$ cat config.mk
export PLATFORM = sky130hd
export DESIGN_NAME = lpc_entry_ram
export DESIGN_NICKNAME = d
export VERILOG_FILES = /design/src/hdl/lpc_pkg.sv /design/src/hdl/lpc_entry_ram.sv
export SDC_FILE = /design/constraint.sdc
export NUM_CORES = 2
export LEC_CHECK = 0
export CAP_MARGIN = 20
export CORE_MARGIN = 2
export CORE_UTILIZATION = 40
export DETAILED_ROUTE_END_ITERATION = 7
export DONT_BUFFER_PORTS = 1
export SYNTH_ARGS = -nofsm -noshare
export SYNTH_HDL_FRONTEND = slang
export SYNTH_SLANG_ARGS = --single-unit
$ cat constraint.sdc
create_clock -name clk -period 5.59 [get_ports clk]
set_input_delay 0.559 -clock clk [delete_from_list [all_inputs] [get_ports clk]]
set_output_delay 0.559 -clock clk [all_outputs]
set_load 0.01 [all_outputs]
$ cat src/hdl/lpc_pkg.sv
// Shared constants and request/response types of the LRU plan cache.
`default_nettype none

package lpc_pkg;

  localparam int ENTRIES    = 32;
  localparam int POS_W      = $clog2(ENTRIES);
  localparam int CNT_W      = $clog2(ENTRIES + 1);
  localparam int KEY_W      = 64;
  localparam int COST_W     = 32;
  localparam int SUM_W      = 37;
  localparam int CTR_W      = 64;
  localparam int MAXE_W     = 6;
  localparam int MAXS_W     = 32;
  localparam int CFG_IDX_W  = 1;
  localparam int CFG_DATA_W = 32;

  // request operations
  localparam logic OP_USE   = 1'b0;
  localparam logic OP_CLEAR = 1'b1;

  // configuration register indexes
  localparam logic [CFG_IDX_W-1:0] REG_MAX_ENTRIES = 1'd0;
  localparam logic [CFG_IDX_W-1:0] REG_MAX_SCRATCH = 1'd1;

  localparam logic [MAXE_W-1:0] MAXE_RESET = 6'd32;
  localparam logic [MAXS_W-1:0] MAXS_RESET = 32'd67108864;

  // recency order memory access
  typedef struct packed {
    logic [POS_W-1:0] rd_addr;
    logic             wr_en;
    logic [POS_W-1:0] wr_addr;
    logic [POS_W-1:0] wr_data;
  } ord_req_t;

  // key/cost memory access
  typedef struct packed {
    logic [POS_W-1:0]  rd_addr;
    logic              wr_en;
    logic [POS_W-1:0]  wr_addr;
    logic [KEY_W-1:0]  wr_key;
    logic [COST_W-1:0] wr_cost;
  } ent_req_t;

  typedef struct packed {
    logic [KEY_W-1:0]  key;
    logic [COST_W-1:0] cost;
  } ent_rsp_t;

endpackage

`default_nettype wire

$ cat src/hdl/lpc_entry_ram.sv
// Key and cost memory indexed by physical slot, registered read.
`default_nettype none

module lpc_entry_ram (
  input  logic              clk,
  input  lpc_pkg::ent_req_t req,
  output lpc_pkg::ent_rsp_t rsp
);
  import lpc_pkg::*;

  logic [KEY_W-1:0]  key_mem  [ENTRIES];
  logic [COST_W-1:0] cost_mem [ENTRIES];

  always_ff @(posedge clk) begin
    if (req.wr_en) begin
      key_mem[req.wr_addr]  <= req.wr_key;
      cost_mem[req.wr_addr] <= req.wr_cost;
    end
    rsp.key  <= key_mem[req.rd_addr];
    rsp.cost <= cost_mem[req.rd_addr];
  end

endmodule

`default_nettype wire

; ---- Word level (Yosys, flattened, before mapping)
; Memory sizes are Yosys's and may differ from the RTL's. A register that Yosys moved wholly into a read port is not among the register bits.
; Cells that the tools add are included.
[classes]
mux = 2
[op_table]
columns = op, n
row1 = two-way mux 1 bit, 2
[totals]
mem_count = 2
regBits = 0
ram_bits = 3072
input_bits = 108
out_inout_bits = 96
elab_cells = 4
[mem_list]
columns = memory, words, word_bits, read_ports, rd_ports_with_merged_regs, write_ports, line_no
row1 = key_mem, 32, 64, 1, 1, 1, lpc_entry_ram.sv:11  ; logic [KEY_W-1:0] key_mem [ENTRIES];
row2 = cost_mem, 32, 32, 1, 1, 1, lpc_entry_ram.sv:12  ; logic [COST_W-1:0] cost_mem [ENTRIES];

; ---- Longest topological paths before layout
[logic_depth]
ltp_word = 2
mapped_depth = 8
depth_no_buf = 4

; ---- Worst setup path before layout
; OpenSTA, ideal clock, no wires.
[synth_timing]
path_type = input to register
start = input port req[97] (netlist bit)
end = memory cost_mem[12][0], enable pin
slack_ns = -0.180
t_required_ns = 5.038
n_path_buf = 1
arrival_ns = 5.218
stages = 3
setup_time_ns = 0.552
cell_sequence = or3b_2 clkbuf_1 nor2_1
[synth_rtl]
columns = element, line_no
row1 = from (decl), lpc_entry_ram.sv:6  ; input lpc_pkg::ent_req_t req,
row2 = to (decl), lpc_entry_ram.sv:12
; No word-level cell before the write port.

==> impl_metrics.csv <==
group,metric,value,unit
clock_network,cts_tree,"done",
global_route,grt_overflow,0,
timing,setup_ws,1.690,ns
clock_network,postCtsSetupBuffers,0,
route,dr.pass1.iters,6,
logic_synthesis,syn_nets,5711,
power,vdd_drop_max,254.7,uV
clock_network,clock-sinks,3168,
placed_design,placed_area,124200,sq um
global_route,grtUsageMet2,0.3247,
final_layout,final_cell_mix,"3072 x edfxtp_1, 768 x mux2i_1, 511 x a22oi_1",
floorplan,rows,199,
timing,fin_crit_sh,0.6976,
clock_network,clk_latency,0.93,ns
power,leakage,0.04435,uW
final_layout,syn2layout_area_growth,15.59,%
timing,max_freq,256.4,MHz
worst_hold_path,hold_path.class,"input port to flip-flop",
timing,hold_violations,0,
run,drv_cap,0,
logic_synthesis,ys_seq_elements,3168,
route,wl_per_cell,30.89,microns
route,ant_nets,0,
clock_network,h-tree-depth,5,
outcome,status,"finished, final reports clean",
global_route,grt_busiest_layer,"met2",
logic_synthesis,synthCells,5603,
floorplan,initial_core_util,0.4025,
route,drtIter0Drc,7595,
final_layout,fin_area,136900,sq um
setup_path,crit_required,6.35,ns
timing,worst_slew_pin_slew,1.301,ns
global_route,grtUsageMet3,0.03976,
logic_synthesis,avgSynthCellArea,21.14,sq um
global_route,antenna_found_initial,34,
timing,rsz0062_at_grt,"false",
placed_design,place.gp.congestion,0.7324,
setup_path,endpoint_kind,"flip-flop",
floorplan,die_w,548.2,microns
global_route,grt_max_degree,195,
global_route,use_met1,0.2929,
placed_design,dp_hpwl,154.8,mm
timing,finClkSkew,0.06476,ns
global_route,grt_pass1_wl,438.9,mm
final_layout,nets,6009,
timing,finalSetupViolCount,0,
setup_path,path_class,"input port to flip-flop",
setup_path,path_cells,"buf_16 -> buf_16 -> buf_16 -> mux4_2 -> a22o_1 -> a31oi_1 -> nand3_1",
clock_network,numCtsBuffers,330,
logic_synthesis,synth_cell_type_count,32,
setup_path,crit_path_start_kind,"input port",
placed_design,io_buffers,0,
global_route,first_global_vias,58658,
placed_design,dp_cells,9355,
timing,slew_headroom,0.1324,
timing,period_minus_slack,3.900,ns
setup_path,cp_data_arrival_time,4.66,ns
final_layout,layout_commonest_cell,"edfxtp_1",
clock_network,clk_pin_slew,0.06,ns
timing,finalMaxSlewViolations,0,
final_layout,final_layout_size_suffix_gt1_frac,0.1780,
floorplan,die-area,300500,sq um
clock_network,clk_path_buf_depth,4,
setup_path,crit_slowest_cell,"buf_16",
final_layout,nFillCells,24253,
route,wirelength,312.2,mm
setup_path,cpMostUsedCell,"buf_16",
logic_synthesis,synthesis.area,118500,sq um
setup_path,crit_path_max_fanout,194,
floorplan,chipHeight,548.2,microns
setup_path,max_stage_delay,0.87,ns
route,num_vias,58805,
clock_network,cts-root-buf,"clkbuf_16",
route,drc_errors,0,
route,via_per_inst,5.819,
logic_synthesis,ys_warn_count,0,
placed_design,dp_slack,1.016,ns
floorplan,io_pins,204,
power,power.density,370.5,nW/um^2
floorplan,core,294300,sq um
global_route,grt_usage,0.2035,
final_layout,instances_no_fill,10105,
logic_synthesis,seq_area_frac_synth,0.7949,
[cells in the mapped netlist (all sizes together)]
cell       n  area, sq um
nor2b     15        93.84
nand3    194        970.9
nand3b     5        37.54
mux2i    768         7687
mux4     384         8648
nand2     12        45.04
nor3       5        30.03
or3b       2        17.52
a32oi      5        43.79
edfxtp  3072        92250
nor2      46        180.2
or3        1        6.260
nand2b     1        6.260
a22oi    511         3836
and2      10        62.56
and3b      1        8.760
clkbuf   141        535.5
a22o      51        446.7
a31oi     51        319.1
inv        1        3.750
nand4     45        281.5
dfxtp     96         1922
buf      176        981.0
and3       1        6.260
a21oi      9        45.04
[final timing paths]
| check | slack (ns) | to | depth (start not counted) | start |
|---|---|---|---|---|
| setup / recovery | 1.69 | rsp[54] | 7 | req[104] |
| hold / removal | 0.07 | rsp[55] | 3 | req[102] |
| setup reg to reg | 3.78 | rsp[45] | 3 | key_mem[23][13] |
| hold reg to reg | 0.67 | rsp[0] | 3 | cost_mem[12][0] |
[through the flow]
stage          hold slack (ns)    util  setup TNS [ns]  total power (uW)
6_report               0.07452  0.4653               0             50730
5_1_grt                0.04782  0.4652               0             52210
3_5_place_dp            0.6550  0.4221               0             28900
3_3_place_gp            0.6332  0.4220               0             28880
4_1_cts              0.0004533  0.4626               0             51070
2_1_floorplan           0.5494       -         -146.67             28270
[kinds of logic (layout without fill, tap and decap cells)]
group	after synthesis	count (layout)	share of synthesized area
other	0	5	0
muxes	1152	1152	0.1379
and+or+nand+nor	338	338	0.01474
AOI/OAI and AO/OA	627	627	0.03960
DFF	3168	3168	0.7949
buffers and inverters	318	896	0.01283
[final cells by class]
cell class                 instances  area, sq um  area share
antenna                            5        12.51  0.00009137
clock buffer                     455         9123     0.06662
clock inverter                   157         1767     0.01290
inverter                           1        3.754  0.00002741
multi-input combinational       2117        23140      0.1690
sequential                      3168        94170      0.6877
tap                             3919         4903     0.03581
timing repair buffer             283         3810     0.02782
[metal layers]
layer / up-vias / part of all wire
li1: 24159 / -
met1: 31689 / 0.42
met2: 2516 / 0.47
met3: 413 / 0.087
met4: 28 / 0.017
met5: - / 0.00056
[registers in the layout, summed over array words and instances, names as in the netlist]
name	count
key_mem	2048
cost_mem	1024
rsp	96
[power breakdown]
part	internal [uW]	switching [uW]
clock	12800	9160
combinational	809	1330
sequential	26400	251
total	40000	10700
[what timing repair did]
action	4_1_cts	5_1_grt
endpoints found under the hold margin	3078	0
hold buffers	100	0
gates resized for setup	0	0
[worst max-delay path: cells and delay by family]
kind            cells  cell delay, ns
compound gates      2            0.39
simple gates        1            0.10
mux                 1            0.42
buf+inv             3            2.39
(Power assumes the default switching activity.)
