<file path="config.mk">
export PLATFORM = sky130hd
export DESIGN_NAME = lpc_order_ram
export DESIGN_NICKNAME = d
export VERILOG_FILES = /design/src/hdl/lpc_pkg.sv /design/src/hdl/lpc_order_ram.sv
export SDC_FILE = /design/constraint.sdc
export NUM_CORES = 1
export LEC_CHECK = 0
export ABC_AREA = 1
export BUFFER_PORTS_ARGS = -buffer_cell sky130_fd_sc_hd__buf_4
export CORE_MARGIN = 2
export CORE_UTILIZATION = 60
export CTS_BUF_LIST = sky130_fd_sc_hd__clkbuf_8
export CTS_CLUSTER_SIZE = 24
export DETAILED_ROUTE_END_ITERATION = 6
export MAX_ROUTING_LAYER = met4
export PLACE_DENSITY = 0.76
export SLEW_MARGIN = 10
export SYNTH_ARGS = -nofsm -noshare
export SYNTH_HDL_FRONTEND = slang
export SYNTH_SLANG_ARGS = --single-unit
</file>
<file path="constraint.sdc">
create_clock -name clk -period 1.45 [get_ports clk]
set_input_delay 0.29 -clock clk [delete_from_list [all_inputs] [get_ports clk]]
set_output_delay 0.29 -clock clk [all_outputs]
set_load 0.01 [all_outputs]
</file>
<file path="src/hdl/lpc_pkg.sv">
// Shared constants and request/response types of the LRU plan cache.
`default_nettype none

package lpc_pkg;

  localparam int ENTRIES    = 32;
  localparam int POS_W      = $clog2(ENTRIES);
  localparam int CNT_W      = $clog2(ENTRIES + 1);
  localparam int KEY_W      = 64;
  localparam int COST_W     = 32;
  localparam int SUM_W      = 37;
  localparam int CTR_W      = 64;
  localparam int MAXE_W     = 6;
  localparam int MAXS_W     = 32;
  localparam int CFG_IDX_W  = 1;
  localparam int CFG_DATA_W = 32;

  // request operations
  localparam logic OP_USE   = 1'b0;
  localparam logic OP_CLEAR = 1'b1;

  // configuration register indexes
  localparam logic [CFG_IDX_W-1:0] REG_MAX_ENTRIES = 1'd0;
  localparam logic [CFG_IDX_W-1:0] REG_MAX_SCRATCH = 1'd1;

  localparam logic [MAXE_W-1:0] MAXE_RESET = 6'd32;
  localparam logic [MAXS_W-1:0] MAXS_RESET = 32'd67108864;

  // recency order memory access
  typedef struct packed {
    logic [POS_W-1:0] rd_addr;
    logic             wr_en;
    logic [POS_W-1:0] wr_addr;
    logic [POS_W-1:0] wr_data;
  } ord_req_t;

  // key/cost memory access
  typedef struct packed {
    logic [POS_W-1:0]  rd_addr;
    logic              wr_en;
    logic [POS_W-1:0]  wr_addr;
    logic [KEY_W-1:0]  wr_key;
    logic [COST_W-1:0] wr_cost;
  } ent_req_t;

  typedef struct packed {
    logic [KEY_W-1:0]  key;
    logic [COST_W-1:0] cost;
  } ent_rsp_t;

endpackage

`default_nettype wire

</file>
<file path="src/hdl/lpc_order_ram.sv">
// Recency order memory: position to slot, one read and one write port, identity after reset.
`default_nettype none

module lpc_order_ram (
  input  logic                     clk,
  input  logic                     rst,
  input  lpc_pkg::ord_req_t        req,
  output logic [lpc_pkg::POS_W-1:0] rd_slot
);
  import lpc_pkg::*;

  logic [POS_W-1:0]   mem [ENTRIES];
  logic [ENTRIES-1:0] vld;
  logic [POS_W-1:0]   rd_data;
  logic [POS_W-1:0]   rd_addr;
  logic               rd_vld;

  always_ff @(posedge clk) begin
    if (req.wr_en) begin
      mem[req.wr_addr] <= req.wr_data;
    end
    rd_data <= mem[req.rd_addr];
    rd_addr <= req.rd_addr;
  end

  always_ff @(posedge clk) begin
    if (rst) begin
      vld    <= '0;
      rd_vld <= 1'b0;
    end else begin
      if (req.wr_en) begin
        vld[req.wr_addr] <= 1'b1;
      end
      rd_vld <= vld[req.rd_addr];
    end
  end

  // an unwritten position still holds its own index
  assign rd_slot = rd_vld ? rd_data : rd_addr;

endmodule

`default_nettype wire

</file>
# Word-level counts from Yosys, hierarchy flattened
# Memories as Yosys holds them, arrays and structs flattened. A register that Yosys moved wholly into a read port is not among the register bits.
# Index checks and enable logic that the tools add are counted.
# word_totals
regBits	38
latchBits	0
mem_bits_rw	160
romBits	0
out_inout_bits	5
n_memories	1
# memory_table
memory	words	word_bits	read_ports	rd_ports_with_merged_regs	write_ports	line_no	rtl
mem	32	5	1	1	1	lpc_order_ram.sv:12	logic [POS_W-1:0] mem [ENTRIES];
# classes
n_addsub	0
mul	0
n_div	0
magnitude_cmp	3
eq_ne	0
shift	0
muxes	7
n_bitwise	1
reduce_logical	1
# ops
cell	n
$or 32x32->32	1
$lt 5x6->1 const B	2
$bmux 1 s5	1
$demux 1 s5	1
$ge 5x1->1 const B	1
$mux 5	1
$mux 1	4
$logic_and 1x1->1	1

# Depth between registers and ports, before layout
# Gate-level depths: netlist of the first run.
# logic_depth
word_depth	5
depth_mapped	12
mapped_depth_nobuf	9

# Least setup slack after synthesis of the first run
# Ideal clock, no wire load.
# synth_path
path_kind	input port to flip-flop
startpoint	in req[10] (netlist bit)
endpoint	mem mem[31][0] (netlist bit), enable pin
setup_time_ns	0.347
t_arrival_ns	0.937
required_ns	1.103
slack_ns	0.166
cell_stages	4
path_buffers	0
path_cell_list	inv_1 -> nor3_1 -> inv_1 -> nor2_1
# synth_between
elab_chain_cells	2
# synth_lines
item	line_no	rtl
start: declaration	lpc_order_ram.sv:7	input lpc_pkg::ord_req_t req,
$mux 1	lpc_order_ram.sv:19	if (req.wr_en) begin
$mux 1 (not written as such)	lpc_order_ram.sv:20	mem[req.wr_addr] <= req.wr_data;
end: declaration	lpc_order_ram.sv:12	
# No other way between the ends.

# Worst setup path after layout of the first run
# layout_path
startpoint	reg rd_vld
endpoint	out rd_slot[3] (netlist bit)
# layout_between
elab_chain_cells	1
# layout_lines
item	line_no	rtl
start: declaration	lpc_order_ram.sv:16	logic rd_vld;
start signal: assignment	lpc_order_ram.sv:34	rd_vld <= vld[req.rd_addr];
$mux 5	lpc_order_ram.sv:39	assign rd_slot = rd_vld ? rd_data : rd_addr;
end: declaration	lpc_order_ram.sv:8	output logic [lpc_pkg::POS_W-1:0] rd_slot
# No other way between the ends.

==> results.toml, run 1 <==
[sta]
worst_slack_ns = -0.196
period_share_pct = 114
tightestPinTransition_ns = 0.486
slew-limit-headroom_pct = 67.6
setup_viol = 5
finalMaxSlewViolations = 0
hold_ws_ns = 0.181
min_period_ns = 1.65
finalHoldViolations = 0
rsz0062_at_grt = "yes"
clock_skew_ns = 0.00812
max_freq_mhz = 607

[clock_network]
clock-sinks = 203
cts.path.max_buffers = 3
path_clk_slew_ns = 0.06
cts_tree = "yes"
clkLatencyLatePin_ns = 0.51
cts_buffers = 34
root_buffer = "clkbuf_8"
ctsHtreeMaxLevel = 2

[synthesis]
synth_edf_count = 160
synthAdderAreaFrac_pct = 0
synth.distinct_cells = 19
synth-simple-area-share_pct = 25.9
synth-seq-cells = 203
syn_area_per_cell_um2 = 10.5
yosysSeqAreaShare_pct = 68.9
synth_compound_area_share_pct = 0.183
synthesis.nets = 804
synth_top_family_by_area = "simple AND/OR/NAND/NOR gates"
synth_mux_area_share_pct = 0.685
synth-main-ff-cell = "edfxtp_1"
async_reset_ff_share_pct = 0
synthCells = 786
synth_xor_area_share_pct = 0
yosysWarnings = 0
synth_area_um2 = 8220

[power]
p_leak_nw = 3.69
ir_drop_mv = 0.757
p_per_area_nw_per_um2 = 1250

[critical_path]
startpoint_type = "flop"
crit_type = "flop to output port"
r2r-start = "mem[8][1]$_DFFE_PP_"
end_kind = "output port"
r2r_slack_ns = 0.21
crit_arrival_ns = 1.36
cp_max_fo = 5
required_ns = 1.16
crit_path_start = "rd_vld$_SDFF_PP0_"

[die]
pin_count = 23
coreArea_um2 = 13300
die_w_um = 121
start_util_pct = 61.8
die_height_um = 121
rows = 42
die_area_um2 = 14700

[placed_design]
numPortBuffers = 22
place_worst_setup_slack_ns = -0.156
routabilityCongestion = 0.929
dp_hpwl_um = 11400

[finish]
final_common_cell = "nand2_1"
syn2layout_area_growth_pct = 15.5
layout_common_cells = "nand2_1, edfxtp_1, nand3_1, nor2_1, buf_4"
fin_nets = 874
diodes = 0
fillers = 934
drive_gt1_share_pct = 14.0

[worst_hold_path]
min-delay-start = "req[11]"
hp-class = "primary input to flop"

[global_route]
grtUsageTotal_pct = 27.5
grt_max_degree = 47
grt_pass1_vias = 5799
antenna_found_initial = 0
grt_first_pass_wirelength_um = 29600
grt-ovfl-total = 0

[drt]
detail_route.wirelength_um = 18600
detail_route.wl_per_cell_um = 17.6
ant_nets = 0
drt_iter0_markers = 813
drc_errors = 0
routed_via_density = 5.60
via_count = 5911
drt_pre_antenna_iters = 6

[run]
cap_violations = 0

[run_status]
status = "finished with violations"
violations = "setup timing"
## routing by layer
metal  up-vias  wire length, um  global-route usage [%]
met5         -                0                       -
li1       2800                -                       -
met3        45             1700                    3.90
met1      2754             7670                    37.8
met4         0              538                    11.8
met2       312             8690                    41.5
## path summary, 6_finish.rpt
path                                             to  cells after the start
worst max register to register   rd_data[1]$_DFF_P_                      7
worst min register to register  vld[3]$_SDFFE_PP0P_                      2
worst max-delay path                     rd_slot[3]                      2
worst min-delay path             rd_addr[0]$_DFF_P_                      2
## synth_stat cells, types with 2 or more instances
| cell type | number | area [um2] |
|---|---|---|
| and2_1 | 5 | 31.3 |
| buf_1 | 2 | 7.51 |
| buf_2 | 16 | 80.1 |
| buf_4 | 2 | 15.0 |
| buf_6 | 9 | 101 |
| clkbuf_1 | 11 | 41.3 |
| dfxtp_1 | 43 | 861 |
| edfxtp_1 | 160 | 4800 |
| inv_1 | 22 | 82.6 |
| mux2_2 | 5 | 56.3 |
| nand2_1 | 239 | 897 |
| nand3_1 | 151 | 756 |
| nor2_1 | 103 | 387 |
| nor3_1 | 12 | 60.1 |
| o21ai_0 | 2 | 10.0 |
## timing repair
| item | in CTS | in global routing |
|---|---|---|
| endpoints found under the hold margin | 3 | 0 |
| setup buffers | 0 | 1 |
| setup endpoints to repair | 5 | 9 |
| cloned | 0 | 0 |
| gates resized for setup | 12 | 1 |
| hold buffers | 3 | 0 |
## cells by family (layout without fill, tap and decap cells)
family	Yosys count	after routing
muxes	5	5
buffers and inverters	65	159
and+or+nand+nor	510	510
DFF	203	203
AOI/OAI and AO/OA	3	3
## report_power, final
part           total (mW)  switching (mW)  internal (mW)
clock network        4.58            2.13           2.45
logic               0.860           0.560          0.300
registers            6.40          0.0321           6.37
total                11.8            2.72           9.12
## worst max-delay path, cell delays in order, from the launching register on
cell	delay, ns
dfxtp_4	0.41
mux2_4	0.32
buf_6	0.12
## layout make-up
cell class | count | area [um2] | area share [%]
clock buffer | 39 | 537 | 5.65
clock inverter | 21 | 87.6 | 0.922
inverter | 24 | 95.1 | 1.00
multi-input combinational | 518 | 2220 | 23.4
sequential | 203 | 5670 | 59.7
tap | 176 | 220 | 2.32
timing repair buffer | 75 | 668 | 7.03
## flip-flops by register name, summed over array words and instances, names as in the netlist
signal	flops
rd_data	5
rd_vld	1
rd_addr	5
mem	160
vld	32
## stage by stage
stage          instance area (um2)  std cells  util [%]  setup TNS (ns)  power [mW]
4_1_cts                       9490       1055      71.4           -1.05        11.9
3_5_place_dp                  8790        992      66.1          -10.71        7.34
5_1_grt                       9500       1056      71.4           -1.08        12.2
2_1_floorplan                 8220        786         -               0        6.99
6_report                      9500       1056      71.4          -0.969        11.8
3_3_place_gp                  8790        992      66.1           -8.01        7.32
Power figures use the tool's default switching activity.
==> run 2, diff against run 1 <==
SETUP_SLACK_MARGIN = 0.2   (was not set)
==> results.toml, run 2 (same netlist as run 1, synthesis figures left out) <==
[run_status]
status = "finished with violations"
violations = "DRC, setup timing"

[finish]
syn2layout_area_growth_pct = 16.8
fin_cells = 1057
top_regs = "mem (160), vld (32)"
layout_common_cells = "nand2_1, edfxtp_1, nand3_1, nor2_1, buf_4"
fin_nets = 873
regMostFlops = "mem"
post-route-util_pct = 72.2
fillers = 912
final_common_cell = "nand2_1"
largest_reg_flops = 160
drive_gt1_share_pct = 15.3
diodes = 0

[sta]
min_period_ns = 1.63
slew-limit-headroom_pct = 71.2
rsz0062_at_grt = "yes"
period_share_pct = 112
tightestPinTransition_ns = 0.432
worst_slack_ns = -0.177
clock_skew_ns = 0.00827
setup_viol = 5
max_freq_mhz = 614
finalHoldViolations = 0
finalMaxSlewViolations = 0

[clock_network]
cts_buffers = 34
cts_tree = "yes"
post_cts_buffers = 0
path_clk_slew_ns = 0.06
cts.path.max_buffers = 3
ctsHtreeMaxLevel = 2
root_buffer = "clkbuf_8"
clkLatencyLatePin_ns = 0.50
clock-sinks = 203

[worst_hold_path]
hp-class = "primary input to flop"

[drt]
drc_errors = 1
via_count = 6047
ant_nets = 0
detail_route.wirelength_um = 19300
drt_pre_antenna_iters = 7
detail_route.wl_per_cell_um = 18.3
drt_iter0_markers = 764
routed_via_density = 5.72

[placed_design]
dp.cells = 992
routabilityCongestion = 0.847
numPortBuffers = 22
dp_hpwl_um = 11700

[die]
die_height_um = 121
die_w_um = 121
die_area_um2 = 14700
start_util_pct = 61.8
rows = 42
coreArea_um2 = 13300
pin_count = 23

[global_route]
grt_first_pass_wirelength_um = 30300
antenna_found_initial = 0
grt_pass1_vias = 5961
grtUsageTotal_pct = 27.9
grt-ovfl-total = 0
grt_max_degree = 50

[critical_path]
startpoint_type = "flop"
cp_max_fo = 5
path_buf_inv = 1
crit_type = "flop to output port"
required_ns = 1.16
end_kind = "output port"
slowest_stage = "dfxtp_4"
slowest_delay_ns = 0.40
crit_arrival_ns = 1.34
worstPathCellList = "mux2_4 > buf_6"
critPathTopFamily = "flip-flops"

[power]
p_leak_nw = 3.74
p_per_area_nw_per_um2 = 1270
ir_drop_mv = 0.799

[run]
cap_violations = 0
## run 2: changes by cell type in the layout (fill, tap and decap cells not counted), sizes merged, moves of 2 or more
cell	previous run	this run
clkinvlp	0	2
clkbuf	39	41
inv	33	35
clkinv	12	8
## run 2: where the power goes
part,leakage (nW),switching (mW),internal (mW)
Combinational,1.55,0.567,0.311
Clock,0.393,2.19,2.74
Sequential,1.79,0.0374,6.37
Total,3.74,2.80,9.42
## run 2: through the flow
stage                     setup WS, ns  power (mW)  cell area, um2  TNS (ns)  hold slack (ns)
final                           -0.177        12.2            9610    -0.862            0.108
after global routing            -0.211        12.6            9610     -1.03            0.104
after CTS                       -0.191        12.2            9560    -0.944           0.0955
after detailed placement       -0.0683        7.34            8820    -0.776            0.423
after global placement         -0.0299        7.32            8820   -0.0816            0.418
after floorplan                  0.171        7.00            8230         0            0.318
## run 2: cell type report
class	instances	area (um2)	area share, %
well taps	176	220	2.29
repair inverters	1	7.51	0.0782
clock buffers	41	564	5.87
flip-flops and latches	203	5670	59.0
clock inverters	21	113	1.17
repair buffers	73	672	6.99
multi-input cells	518	2260	23.5
inverters	24	98.8	1.03
## run 2: worst paths after layout
path / to / slack (ns) / from / cells after the start
max reg2reg: rd_data[4]$_DFF_P_ / 0.25 / mem[5][4]$_DFFE_PP_ / 7
max: rd_slot[2] / -0.18 / rd_vld$_SDFF_PP0_ / 2
min: rd_addr[1]$_DFF_P_ / 0.11 / req[12] / 2
min reg2reg: vld[27]$_SDFFE_PP0P_ / 0.47 / vld[27]$_SDFFE_PP0P_ / 2
## run 2: timing repair
| action | in CTS | in global routing |
|---|---|---|
| hold endpoints to repair | 2 | 0 |
| hold buffers | 2 | 0 |
| gates cloned | 0 | 1 |
| resized for setup | 12 | 10 |
| setup endpoints to repair | 5 | 9 |
## run 2: metal layers
metal  global-route usage [%]  vias up  part of all wire (%)
met3                     4.75       55                   9.2
met1                     35.0     2859                    39
met5                        -        -                     0
met2                     45.4      339                    49
met4                     11.8        0                   3.0
li1                         -     2794                     -
